--- src/sjf_pkg.sv ---
// Shared types and constants for the shortest-job-first waiting-time engine.
// Used by the front end, back end and top level; depends on nothing else.
package sjf_pkg;

  localparam int BURST_W     = 16;
  localparam int POS_W       = 3;
  localparam int WAIT_W      = 19;
  localparam int AVG_W       = 27;
  localparam int FRAC_W      = 8;
  localparam int QUEUE_DEPTH = 4;
  localparam int QUEUE_AW    = 2;
  localparam int QUEUE_LW    = 3;

  typedef enum logic {
    OP_LOAD,
    OP_CLOSE
  } op_t;

  typedef struct packed {
    op_t                op;
    logic [BURST_W-1:0] burst;
  } cmd_t;

  typedef enum logic [2:0] {
    ST_LOAD,
    ST_SUM,
    ST_DIV_GO,
    ST_DIV_WAIT,
    ST_EMIT
  } back_state_t;

endpackage

--- src/sjf_front.sv ---
// Front end: takes command transactions, turns each into a load or close command
// and holds them in a short queue for the back end. Depends on sjf_pkg.
module sjf_front (
  input  logic                         clk,
  input  logic                         rst_n,
  input  logic                         start,
  output logic                         busy,
  input  logic [sjf_pkg::BURST_W-1:0]  in_burst_time,
  input  logic                         in_last_job,
  input  logic                         pop,
  output logic                         empty,
  output sjf_pkg::cmd_t                cmd
);

  sjf_pkg::cmd_t                   q_r [sjf_pkg::QUEUE_DEPTH];
  logic [sjf_pkg::QUEUE_AW-1:0]    wr_ptr_r, wr_ptr_nxt;
  logic [sjf_pkg::QUEUE_AW-1:0]    rd_ptr_r, rd_ptr_nxt;
  logic [sjf_pkg::QUEUE_LW-1:0]    level_r, level_nxt;
  logic                            full;
  logic                            push;
  logic                            do_pop;
  sjf_pkg::cmd_t                   new_cmd;

  assign full   = (level_r == sjf_pkg::QUEUE_LW'(sjf_pkg::QUEUE_DEPTH));
  assign empty  = (level_r == '0);
  assign busy   = full;
  assign push   = start && !full;
  assign do_pop = pop && !empty;
  assign cmd    = q_r[rd_ptr_r];

  always_comb begin
    new_cmd.burst = in_burst_time;
    unique case (in_last_job)
      1'b1:    new_cmd.op = sjf_pkg::OP_CLOSE;
      default: new_cmd.op = sjf_pkg::OP_LOAD;
    endcase
    wr_ptr_nxt = push ? wr_ptr_r + 1'b1 : wr_ptr_r;
    rd_ptr_nxt = do_pop ? rd_ptr_r + 1'b1 : rd_ptr_r;
    level_nxt  = level_r;
    if (push && !do_pop) begin
      level_nxt = level_r + 1'b1;
    end else if (!push && do_pop) begin
      level_nxt = level_r - 1'b1;
    end
  end

  always_ff @(posedge clk) begin
    if (!rst_n) begin
      wr_ptr_r <= '0;
      rd_ptr_r <= '0;
      level_r  <= '0;
    end else begin
      wr_ptr_r <= wr_ptr_nxt;
      rd_ptr_r <= rd_ptr_nxt;
      level_r  <= level_nxt;
    end
  end

  always_ff @(posedge clk) begin
    if (push) begin
      q_r[wr_ptr_r] <= new_cmd;
    end
  end

endmodule

--- src/sjf_div.sv ---
// Restoring divider that produces one quotient bit per cycle.
// Used by the back end for the mean waiting time; depends on nothing else.
module sjf_div #(
  parameter int DIVD_W = 32,
  parameter int DIVS_W = 4
) (
  input  logic              clk,
  input  logic              rst_n,
  input  logic              start,
  input  logic [DIVD_W-1:0] dividend,
  input  logic [DIVS_W-1:0] divisor,
  output logic              done,
  output logic [DIVD_W-1:0] quotient
);

  localparam int CNT_W = $clog2(DIVD_W + 1);

  logic              act_r, act_nxt;
  logic              done_r, done_nxt;
  logic [CNT_W-1:0]  cnt_r, cnt_nxt;
  logic [DIVD_W-1:0] d_r, d_nxt;
  logic [DIVS_W-1:0] rem_r, rem_nxt;
  logic [DIVS_W:0]   rem_sh;
  logic [DIVS_W:0]   rem_sub;
  logic              ge;

  assign done     = done_r;
  assign quotient = d_r;

  always_comb begin
    rem_sh   = {rem_r, d_r[DIVD_W-1]};
    rem_sub  = rem_sh - {1'b0, divisor};
    ge       = (rem_sh >= {1'b0, divisor});
    act_nxt  = act_r;
    done_nxt = 1'b0;
    cnt_nxt  = cnt_r;
    d_nxt    = d_r;
    rem_nxt  = rem_r;
    if (start) begin
      act_nxt = 1'b1;
      cnt_nxt = CNT_W'(DIVD_W);
      d_nxt   = dividend;
      rem_nxt = '0;
    end else if (act_r) begin
      d_nxt   = {d_r[DIVD_W-2:0], ge};
      rem_nxt = ge ? rem_sub[DIVS_W-1:0] : rem_sh[DIVS_W-1:0];
      cnt_nxt = cnt_r - 1'b1;
      if (cnt_r == CNT_W'(1)) begin
        act_nxt  = 1'b0;
        done_nxt = 1'b1;
      end
    end
  end

  always_ff @(posedge clk) begin
    if (!rst_n) begin
      act_r  <= 1'b0;
      done_r <= 1'b0;
      cnt_r  <= '0;
    end else begin
      act_r  <= act_nxt;
      done_r <= done_nxt;
      cnt_r  <= cnt_nxt;
    end
  end

  always_ff @(posedge clk) begin
    d_r   <= d_nxt;
    rem_r <= rem_nxt;
  end

endmodule

--- src/sjf_back.sv ---
// Back end: keeps the set sorted by insertion as loads arrive, then sums the
// waiting times, has them divided and emits one result per job. Depends on sjf_pkg.
module sjf_back #(
  parameter int MAX_JOBS = 8,
  parameter int CW       = 4,
  parameter int DW       = 32
) (
  input  logic                         clk,
  input  logic                         rst_n,
  input  logic                         q_empty,
  input  sjf_pkg::cmd_t                q_cmd,
  output logic                         q_pop,
  output logic                         div_start,
  output logic [DW-1:0]                div_dividend,
  output logic [CW-1:0]                div_divisor,
  input  logic                         div_done,
  input  logic [DW-1:0]                div_quotient,
  output logic                         out_strobe,
  output logic [sjf_pkg::POS_W-1:0]    out_position,
  output logic [sjf_pkg::BURST_W-1:0]  out_sorted_burst,
  output logic [sjf_pkg::WAIT_W-1:0]   out_waiting_time,
  output logic [sjf_pkg::AVG_W-1:0]    out_average_wait,
  output logic                         out_last_result
);

  localparam int BURST_W = sjf_pkg::BURST_W;
  localparam int POS_W   = sjf_pkg::POS_W;
  localparam int WAIT_W  = sjf_pkg::WAIT_W;
  localparam int AVG_W   = sjf_pkg::AVG_W;
  localparam int FRAC_W  = sjf_pkg::FRAC_W;
  localparam int RUN_W   = BURST_W + CW;
  localparam int TOT_W   = DW - FRAC_W;

  sjf_pkg::back_state_t state_r, state_nxt;
  logic [CW-1:0]        cnt_r, cnt_nxt;
  logic [CW-1:0]        k_r, k_nxt;
  logic [RUN_W-1:0]     run_r, run_nxt;
  logic [TOT_W-1:0]     total_r, total_nxt;
  logic [DW-1:0]        avg_r, avg_nxt;
  logic [BURST_W-1:0]   row_r   [MAX_JOBS];
  logic [BURST_W-1:0]   row_nxt [MAX_JOBS];
  logic [BURST_W-1:0]   row_ins [MAX_JOBS];
  logic [BURST_W-1:0]   row_rot [MAX_JOBS];
  logic [MAX_JOBS-1:0]  gt;

  logic                 strobe_r, strobe_nxt;
  logic [POS_W-1:0]     pos_r, pos_nxt;
  logic [BURST_W-1:0]   burst_r, burst_nxt;
  logic [WAIT_W-1:0]    wait_r, wait_nxt;
  logic [AVG_W-1:0]     avgo_r, avgo_nxt;
  logic                 last_r, last_nxt;

  logic [CW+POS_W-1:0]    pos_ext;
  logic [RUN_W+WAIT_W-1:0] wait_ext;
  logic [DW+AVG_W-1:0]    avg_ext;
  logic                   room;
  logic                   final_k;

  assign out_strobe       = strobe_r;
  assign out_position     = pos_r;
  assign out_sorted_burst = burst_r;
  assign out_waiting_time = wait_r;
  assign out_average_wait = avgo_r;
  assign out_last_result  = last_r;

  assign div_dividend = {total_r, {FRAC_W{1'b0}}};
  assign div_divisor  = cnt_r;

  assign pos_ext  = {{POS_W{1'b0}}, k_r};
  assign wait_ext = {{WAIT_W{1'b0}}, run_r};
  assign avg_ext  = {{AVG_W{1'b0}}, avg_r};
  assign room     = (cnt_r < CW'(MAX_JOBS));
  assign final_k  = (k_r + 1'b1 == cnt_r);

  for (genvar g = 0; g < MAX_JOBS; g++) begin : g_cell
    assign gt[g] = (CW'(g) < cnt_r) && (row_r[g] > q_cmd.burst);
    if (g == 0) begin : g_head
      assign row_ins[g] = (gt[g] || cnt_r == '0) ? q_cmd.burst : row_r[g];
    end else begin : g_body
      assign row_ins[g] = gt[g-1] ? row_r[g-1] :
                          (gt[g] || CW'(g) == cnt_r) ? q_cmd.burst : row_r[g];
    end
    if (g == MAX_JOBS - 1) begin : g_tail
      assign row_rot[g] = (CW'(g) < cnt_r) ? row_r[0] : row_r[g];
    end else begin : g_mid
      assign row_rot[g] = (CW'(g + 1) == cnt_r) ? row_r[0] :
                          (CW'(g) < cnt_r) ? row_r[g + 1] : row_r[g];
    end
  end

  always_comb begin
    state_nxt  = state_r;
    cnt_nxt    = cnt_r;
    k_nxt      = k_r;
    run_nxt    = run_r;
    total_nxt  = total_r;
    avg_nxt    = avg_r;
    row_nxt    = row_r;
    q_pop      = 1'b0;
    div_start  = 1'b0;
    strobe_nxt = 1'b0;
    pos_nxt    = pos_r;
    burst_nxt  = burst_r;
    wait_nxt   = wait_r;
    avgo_nxt   = avgo_r;
    last_nxt   = last_r;
    unique case (state_r)
      sjf_pkg::ST_LOAD: begin
        if (!q_empty) begin
          q_pop = 1'b1;
          if (room) begin
            row_nxt = row_ins;
            cnt_nxt = cnt_r + 1'b1;
          end
          if (q_cmd.op == sjf_pkg::OP_CLOSE) begin
            state_nxt = sjf_pkg::ST_SUM;
            k_nxt     = '0;
            run_nxt   = '0;
            total_nxt = '0;
          end
        end
      end
      sjf_pkg::ST_SUM: begin
        row_nxt   = row_rot;
        total_nxt = total_r + TOT_W'(run_r);
        run_nxt   = run_r + RUN_W'(row_r[0]);
        k_nxt     = k_r + 1'b1;
        if (final_k) begin
          state_nxt = sjf_pkg::ST_DIV_GO;
        end
      end
      sjf_pkg::ST_DIV_GO: begin
        div_start = 1'b1;
        state_nxt = sjf_pkg::ST_DIV_WAIT;
      end
      sjf_pkg::ST_DIV_WAIT: begin
        if (div_done) begin
          avg_nxt   = div_quotient;
          k_nxt     = '0;
          run_nxt   = '0;
          state_nxt = sjf_pkg::ST_EMIT;
        end
      end
      sjf_pkg::ST_EMIT: begin
        strobe_nxt = 1'b1;
        pos_nxt    = pos_ext[POS_W-1:0];
        burst_nxt  = row_r[0];
        wait_nxt   = wait_ext[WAIT_W-1:0];
        avgo_nxt   = avg_ext[AVG_W-1:0];
        last_nxt   = final_k;
        row_nxt    = row_rot;
        run_nxt    = run_r + RUN_W'(row_r[0]);
        k_nxt      = k_r + 1'b1;
        if (final_k) begin
          cnt_nxt   = '0;
          state_nxt = sjf_pkg::ST_LOAD;
        end
      end
      default: begin
        state_nxt = sjf_pkg::ST_LOAD;
      end
    endcase
  end

  always_ff @(posedge clk) begin
    if (!rst_n) begin
      state_r  <= sjf_pkg::ST_LOAD;
      cnt_r    <= '0;
      k_r      <= '0;
      strobe_r <= 1'b0;
    end else begin
      state_r  <= state_nxt;
      cnt_r    <= cnt_nxt;
      k_r      <= k_nxt;
      strobe_r <= strobe_nxt;
    end
  end

  always_ff @(posedge clk) begin
    run_r   <= run_nxt;
    total_r <= total_nxt;
    avg_r   <= avg_nxt;
    row_r   <= row_nxt;
    pos_r   <= pos_nxt;
    burst_r <= burst_nxt;
    wait_r  <= wait_nxt;
    avgo_r  <= avgo_nxt;
    last_r  <= last_nxt;
  end

endmodule

--- src/sjf_waiting_time_engine_top.sv ---
// Top level of the shortest-job-first waiting-time engine: front end, back end
// and divider. Depends on sjf_pkg, sjf_front, sjf_back and sjf_div.
//
// Each transaction carries one job burst; a transaction with in_last_job set
// closes the set. Transactions go into a four-entry command queue, so busy
// rises only while that queue is full. The back end takes one queued job per
// cycle while it is loading and the queue is not empty, and keeps the set sorted
// as it goes. After it takes the closing job of a set it sums the waiting times,
// runs the bit-serial divider for the mean (DW = 16 + 2*clog2(MAX_JOBS+1) + 8,
// which is 32 for eight jobs), and then emits the results, one per
// cycle on consecutive cycles with out_strobe high. Results cannot be held off,
// so they must be taken in the cycle they appear. Jobs beyond MAX_JOBS in one
// set are dropped.
module sjf_waiting_time_engine_top #(
  parameter int MAX_JOBS = 8
) (
  input  logic                         clk,
  input  logic                         rst_n,
  input  logic                         start,
  output logic                         busy,
  input  logic [sjf_pkg::BURST_W-1:0]  in_burst_time,
  input  logic                         in_last_job,
  output logic                         out_strobe,
  output logic [sjf_pkg::POS_W-1:0]    out_position,
  output logic [sjf_pkg::BURST_W-1:0]  out_sorted_burst,
  output logic [sjf_pkg::WAIT_W-1:0]   out_waiting_time,
  output logic [sjf_pkg::AVG_W-1:0]    out_average_wait,
  output logic                         out_last_result
);

  localparam int CW     = $clog2(MAX_JOBS + 1);
  localparam int DW     = sjf_pkg::BURST_W + 2 * CW + sjf_pkg::FRAC_W;
  localparam int POS_W  = sjf_pkg::POS_W;
  localparam int WAIT_W = sjf_pkg::WAIT_W;

  logic          q_empty;
  logic          q_pop;
  sjf_pkg::cmd_t q_cmd;
  logic          div_start;
  logic          div_done;
  logic [DW-1:0] div_dividend;
  logic [DW-1:0] div_quotient;
  logic [CW-1:0] div_divisor;

  sjf_front u_front (
    .clk           (clk),
    .rst_n         (rst_n),
    .start         (start),
    .busy          (busy),
    .in_burst_time (in_burst_time),
    .in_last_job   (in_last_job),
    .pop           (q_pop),
    .empty         (q_empty),
    .cmd           (q_cmd)
  );

  sjf_back #(
    .MAX_JOBS (MAX_JOBS),
    .CW       (CW),
    .DW       (DW)
  ) u_back (
    .clk              (clk),
    .rst_n            (rst_n),
    .q_empty          (q_empty),
    .q_cmd            (q_cmd),
    .q_pop            (q_pop),
    .div_start        (div_start),
    .div_dividend     (div_dividend),
    .div_divisor      (div_divisor),
    .div_done         (div_done),
    .div_quotient     (div_quotient),
    .out_strobe       (out_strobe),
    .out_position     (out_position),
    .out_sorted_burst (out_sorted_burst),
    .out_waiting_time (out_waiting_time),
    .out_average_wait (out_average_wait),
    .out_last_result  (out_last_result)
  );

  sjf_div #(
    .DIVD_W (DW),
    .DIVS_W (CW)
  ) u_div (
    .clk      (clk),
    .rst_n    (rst_n),
    .start    (div_start),
    .dividend (div_dividend),
    .divisor  (div_divisor),
    .done     (div_done),
    .quotient (div_quotient)
  );

`ifndef SYNTH
  a_set_ends: assert property (@(posedge clk) disable iff (!rst_n)
    out_strobe && out_last_result |=> !out_strobe)
    else $error("A result followed the final result of a set.");

  a_rank_steps: assert property (@(posedge clk) disable iff (!rst_n)
    out_strobe && !out_last_result |=>
      out_strobe && out_position == POS_W'($past(out_position) + 1'b1))
    else $error("Results of a set are not on consecutive ranks.");

  a_wait_grows: assert property (@(posedge clk) disable iff (!rst_n)
    out_strobe && !out_last_result |=>
      out_waiting_time == WAIT_W'($past(out_waiting_time) + $past(out_sorted_burst)))
    else $error("Waiting time is not the sum of earlier bursts.");

  a_avg_steady: assert property (@(posedge clk) disable iff (!rst_n)
    out_strobe && !out_last_result |=> $stable(out_average_wait))
    else $error("Mean waiting time changed within a set.");
`endif

endmodule
--- config.mk ---
export PLATFORM = sky130hd
export DESIGN_NAME = sjf_waiting_time_engine_top
export DESIGN_NICKNAME = d
export VERILOG_FILES = /design/src/sjf_pkg.sv /design/src/sjf_front.sv /design/src/sjf_div.sv /design/src/sjf_back.sv /design/src/sjf_waiting_time_engine_top.sv
export SDC_FILE = /design/constraint.sdc
export NUM_CORES = 1
export LEC_CHECK = 0
export ABC_AREA = 1
export BUFFER_PORTS_ARGS = -buffer_cell sky130_fd_sc_hd__buf_4
export CAP_MARGIN = 5
export CORE_MARGIN = 2
export CORE_UTILIZATION = 50
export CTS_BUF_LIST = sky130_fd_sc_hd__clkbuf_4
export DETAILED_ROUTE_END_ITERATION = 6
export PLACE_DENSITY = 0.68
export SLEW_MARGIN = 15
export SYNTH_ARGS = -nofsm -noshare
export SYNTH_HDL_FRONTEND = slang
export SYNTH_SLANG_ARGS = --single-unit
--- constraint.sdc ---
create_clock -name clk -period 5.2 [get_ports clk]
set_input_delay 1.04 -clock clk [delete_from_list [all_inputs] [get_ports clk]]
set_output_delay 1.04 -clock clk [all_outputs]
set_load 0.005 [all_outputs]
== Yosys cells after proc, flatten, opt, wreduce, memory -nomap -nowiden ==
Memories as Yosys holds them, arrays and structs flattened. A register that Yosys moved wholly into a read port is not among the register bits.
Index checks and enable logic that the tools add are counted.
W data, S select, Z words.
Word-level totals
  output and inout bits: 68
  register bits after elaboration: 328
  memories kept: 1
  word-level logic and storage cells: 221
  memory bits (writable): 68
Operators by class
  equality and inequality tests: 37
  order comparisons: 18
  reductions and logical operators: 49
  add/subtract/negate cells: 10
  bitwise gates (word level): 2
  multiplexer cells: 74
Memories
  u_front.q_r: words 4, bits a word 17, rd ports 1, clocked after Yosys merged registers in 1, wr ports 1, line sjf_front.sv:15  | sjf_pkg::cmd_t q_r [sjf_pkg::QUEUE_DEPTH];
Operator list (number)
  $mux W16: 30
  $mux W128: 2
  $pmux W128 S2: 1
  $gt A16 B16 Y1: 8
  $mux W32: 2
  $mux W20: 3
  $pmux W20 S3: 1
  $mux W24: 2
  $pmux W24 S2: 1
  $reduce_and A5 Y1: 8
  $ne A3 B1 Y1 const B: 13
  $mux W4: 7
  $add A24 B20 Y24: 1
  $mux W3: 7
  $add A20 B16 Y20: 1
  $eq A3 B4 Y1 const A: 4
  $lt A3 B4 Y1 const A: 4
  $pmux W3 S5: 1
  $ne A2 B1 Y1 const B: 7
  $logic_and A1 B1 Y1: 12
  $mux W6: 2
  $pmux W4 S3: 1
  $mux W1: 11
  $reduce_bool A2 Y1: 5
  other kinds (32): 56

== Longest topological paths before layout ==
  word-level depth: 8
  mapped depth: 22

== Hierarchy ==
From an unflattened synthesis, not the netlist that was laid out.
Unflattened totals
  cell total of the unflattened synthesis: 2645
  area total of the unflattened synthesis: 23438.7 um^2
By module, submodules not included
  sjf_back: cells each 2175, area an instance 18270.0 um^2, instances 1
  sjf_front: cells each 234, area an instance 3081.7 um^2, instances 1
  sjf_div: cells each 236, area an instance 2087.0 um^2, instances 1

== Worst setup path after synthesis ==
OpenSTA, ideal clock, no wires.
  path kind: reg2reg
  start point: register (tool-made name)
  end point: register u_back.row_r[112] (netlist name) (enable)
  path slack: 1.590 ns
  data required time: 4.806 ns
  cell stages (with the launch flop): 18
  path buffers: 4
  arrival time: 3.216 ns
  cell sequence: dfxtp_1 > buf_2 > clkbuf_1 > nand2_1 > a32o_1 > buf_2 > ha_1 > nand2_1 > inv_1 > nand2_1 > nand2_1 > nand2_1 > nand2_1 > nand2_1 > nand2_1 > clkbuf_1 > a21oi_1 > a21oi_1
RTL lines
  end signal, assigned: line sjf_back.sv:183  | row_r <= row_nxt;
  end, declared: line sjf_back.sv:40  | logic [BURST_W-1:0] row_r [MAX_JOBS];

==> results.md <==
- Status: completed
- Core Region: 0.0456 sq mm
- Synth area leaders: edfxtp_1 (46%), nand2_1 (9.7%), ha_1 (9.7%)
- Clock Tree Buf Depth: 3
- Cell variety after synth: 49
- Seq pwr share: 31.6%
- Max Fanout on Critical Path: 32
- Top delay family on crit path: compound AO/OA/AOI/OAI gates
- Total CTS buffers: 105
- CTS sink cnt: 398
- Layout cells sized above 1: 12.7%
- Synth cell count leaders: nand2_1 (597), edfxtp_1 (357), inv_1 (252)
- Post-DP Area: 0.0245 sq mm
- Highest metal used: met4
- Relative slew slack: 25.8%
- CP Launch Type: register
- Power after layout: 18.1 mW
- Skew final: 73.7 ps
- Synth warnings: 0
- DR WL met2: 29900 um
- Post_cts resized: 0
- Max Freq: 222 MHz
- Crit path buf inv count: 2
- Die Ht: 219 um
- Vias in the first global route: 19000
- WHS: 349 ps
- Detailed-route via count: 19400
- Sw frac: 48.0%
- Most used standard cell by instance count after synthesis: nand2_1
- Total GRT Usage: 27.3%
- DR iter-0 viols: 1791
- Grt total ovfl: 0
- Reg clk slew, reported paths: 70 ps
- Residual DRC count: 0
- Final Hold Vio Count: 0
- Antenna viol nets, final: 0
- Synthesized Nets: 2772
- Clock latency on the worst-skew pair: 890 ps
- CP peak stage delay: 870 ps
- Die width: 219 um
- Die area: 0.0481 sq mm
- Max Cap Viol: 0
- Fin crit share: 86.5%
- Primary FF master, synth: edfxtp_1
- CP endpoint kind: register
- Part of the power in combinational logic: 53.3%
- Num rows: 78
- Leakage: 11.3 nW
- Starting Density: 50.8%
- Async SR Flop Fraction: 0%
- Design area: 0.0258 sq mm
- Vias per cell: 5.69
- I/O pin total: 88
- Number of synthesized flops with an enable pin: 357
- Seq/Total Area, Yosys: 49.8%
- Pin count of the biggest net entering global routing: 78
- Post-CTS setup buffer count: 0
- CP Class: reg -> reg
- Syn avg cell area: 9.02 sq um
- Clk pwr share: 15.1%
- # nets final: 2923
- Routed len/inst: 19.0 um
- RSZ-0062 raised after global routing: no
- Yosys top cell by area: edfxtp_1
- Routed WL: 64600 um
- Sw Pwr: 8.68 mW
- Placer Congestion: 0.965
- Setup TNS after final layout: 0 ps
- Port bufs: 87
- WL met3: 4860 um
- Seq cells post-synth: 398
- Post-Syn Area: 0.0232 sq mm
- CTS tree: yes
- First-pass GRT wire length: 102000 um
- Initial antenna violation count: 1
- Layout area overhead: 11.4%
- Worst Path Required: 5660 ps
- VDD IR max: 0.000303 V
- Final Setup Violations: 0
- Crit path time final: 4500 ps
- Worst-path cell with the longest stage delay: a32o_1
- CP Cell Sequence: inv_1 > a32o_1 > ha_1 > nand2_1 > nor2_1 > nand2_1 > o21a_1 > nand2_8 > nand3_1 > nand2_1 > inv_1
- Slew Limit Fails: 0
- Drt first pass iters: 6
- CP Data Arrival Time: 4960 ps
- Detailed Place HPWL: 46900 um
- Cells after Synth: 2569
- Most common cell on crit path: nand2_1
- Clock root cell: clkbuf_4
- Internal power: 9.42 mW
- Share of Yosys cell area claimed by the top area cell type: 46.3%
- Worst hold path class: in -> reg
- Pwr dens: 701 mW/mm^2
- Worst-margin pin slew: 1110 ps
- Metal1 wirelength: 27600 um
- R2R Setup Slk: 700 ps
- CTS Hold Bufs: 0
- H-tree Lvls: 3
==> per-stage QoR <==
step	setup WS [ps]	instances	utilization, %
after floorplan	1590	2569	-
after global placement	876	3213	53.7
after detailed placement	761	3213	53.7
after CTS	700	3405	56.6
after global routing	428	3407	56.6
final	699	3407	56.6
==> state kept, by name (all words and copies together) (netlist names), 19 cells and up, named ones only <==
name,flops
u_front.q_r,68
u_back.run_r,20
u_back.row_r,128
u_back.total_r,24
u_div.quotient,32
u_back.out_waiting_time,19
u_back.avg_r,27
u_back.out_average_wait,27
==> cells by family (layout without fill, tap and decap cells) <==
| kind of cell | after synthesis | after routing | share of synthesized area (%) |
|---|---|---|---|
| AO/OA/AOI/OAI | 496 | 496 | 12.2 |
| flip-flops | 398 | 398 | 49.8 |
| XOR/XNOR | 7 | 7 | 0.265 |
| other | 0 | 2 | 0 |
| buffers and inverters | 364 | 600 | 6.65 |
| AND/OR/NAND/NOR | 1121 | 1121 | 21.0 |
| adder cells (fa/ha/maj) | 183 | 183 | 10.0 |
==> cell usage in the layout (no fill, tap or decap), types with 6 or more instances in the layout <==
master    instances
a21o_1            6
a21oi_1         216
a22o_1           19
a22oi_1          10
a32o_1           16
buf_4           144
clkbuf_4        149
clkinv_1         36
clkinv_2          6
dfxtp_1          41
edfxtp_1        357
ha_1            179
inv_1           251
inv_2             9
nand2_1         597
nand2_2           6
nand3_1         244
nand3b_1         18
nand4_1          39
nor2_1          166
nor2_2           17
nor3_1           17
o21a_1           16
o21ai_0         137
o21ai_1           7
o21bai_1          8
o22ai_1          48
==> power by group through the flow <==
stage                     sequential (mW)  clock, mW  combinational (mW)
after global placement               5.76          0                9.24
after floorplan                      5.40          0                6.81
after detailed placement             5.77          0                9.46
final                                5.73       2.72                9.65
after global routing                 5.80       2.96                10.9
after CTS                            5.71       2.79                9.51
==> per-layer routing <==
| layer | up-vias | GRT usage (%) |
|---|---|---|
| met5 | - | 0 |
| met4 | 0 | 11.9 |
| met3 | 143 | 4.23 |
| li1 | 9347 | - |
| met2 | 815 | 43.9 |
| met1 | 9078 | 36.6 |
==> cell type report <==
type,count,area [sq um]
flip-flops and latches,398,11500
inverters,263,987
clock inverters,43,209
multi-input cells,1807,10100
repair buffers,145,1100
diodes,2,5.00
clock buffers,149,1120
well taps,600,751
fillers,4127,19800
==> worst register-to-register path, stage by stage, from the launching register on <==
cell and delay (ps):
dfxtp_1 330, inv_1 720, a32o_1 870, ha_1 400
nand2_1 80, nor2_1 40, nand2_1 130, o21a_1 640
nand2_8 210, nand3_1 130, nand2_1 60, inv_1 490
==> path summary, 6_finish.rpt <==
kind | to | start | cells past startpoint
max | u_back.row_r[53]$_DFFE_PP_ | register | 11
min | u_front.q_r[1][10]$_DFFE_PP_ | in_burst_time[10] | 1
max reg2reg | u_back.row_r[53]$_DFFE_PP_ | register | 11
min reg2reg | u_back.out_average_wait[20]$_DFFE_PP_ | u_back.avg_r[20]$_DFFE_PP_ | 0
No activity file was read; power rests on OpenSTA's default activity.
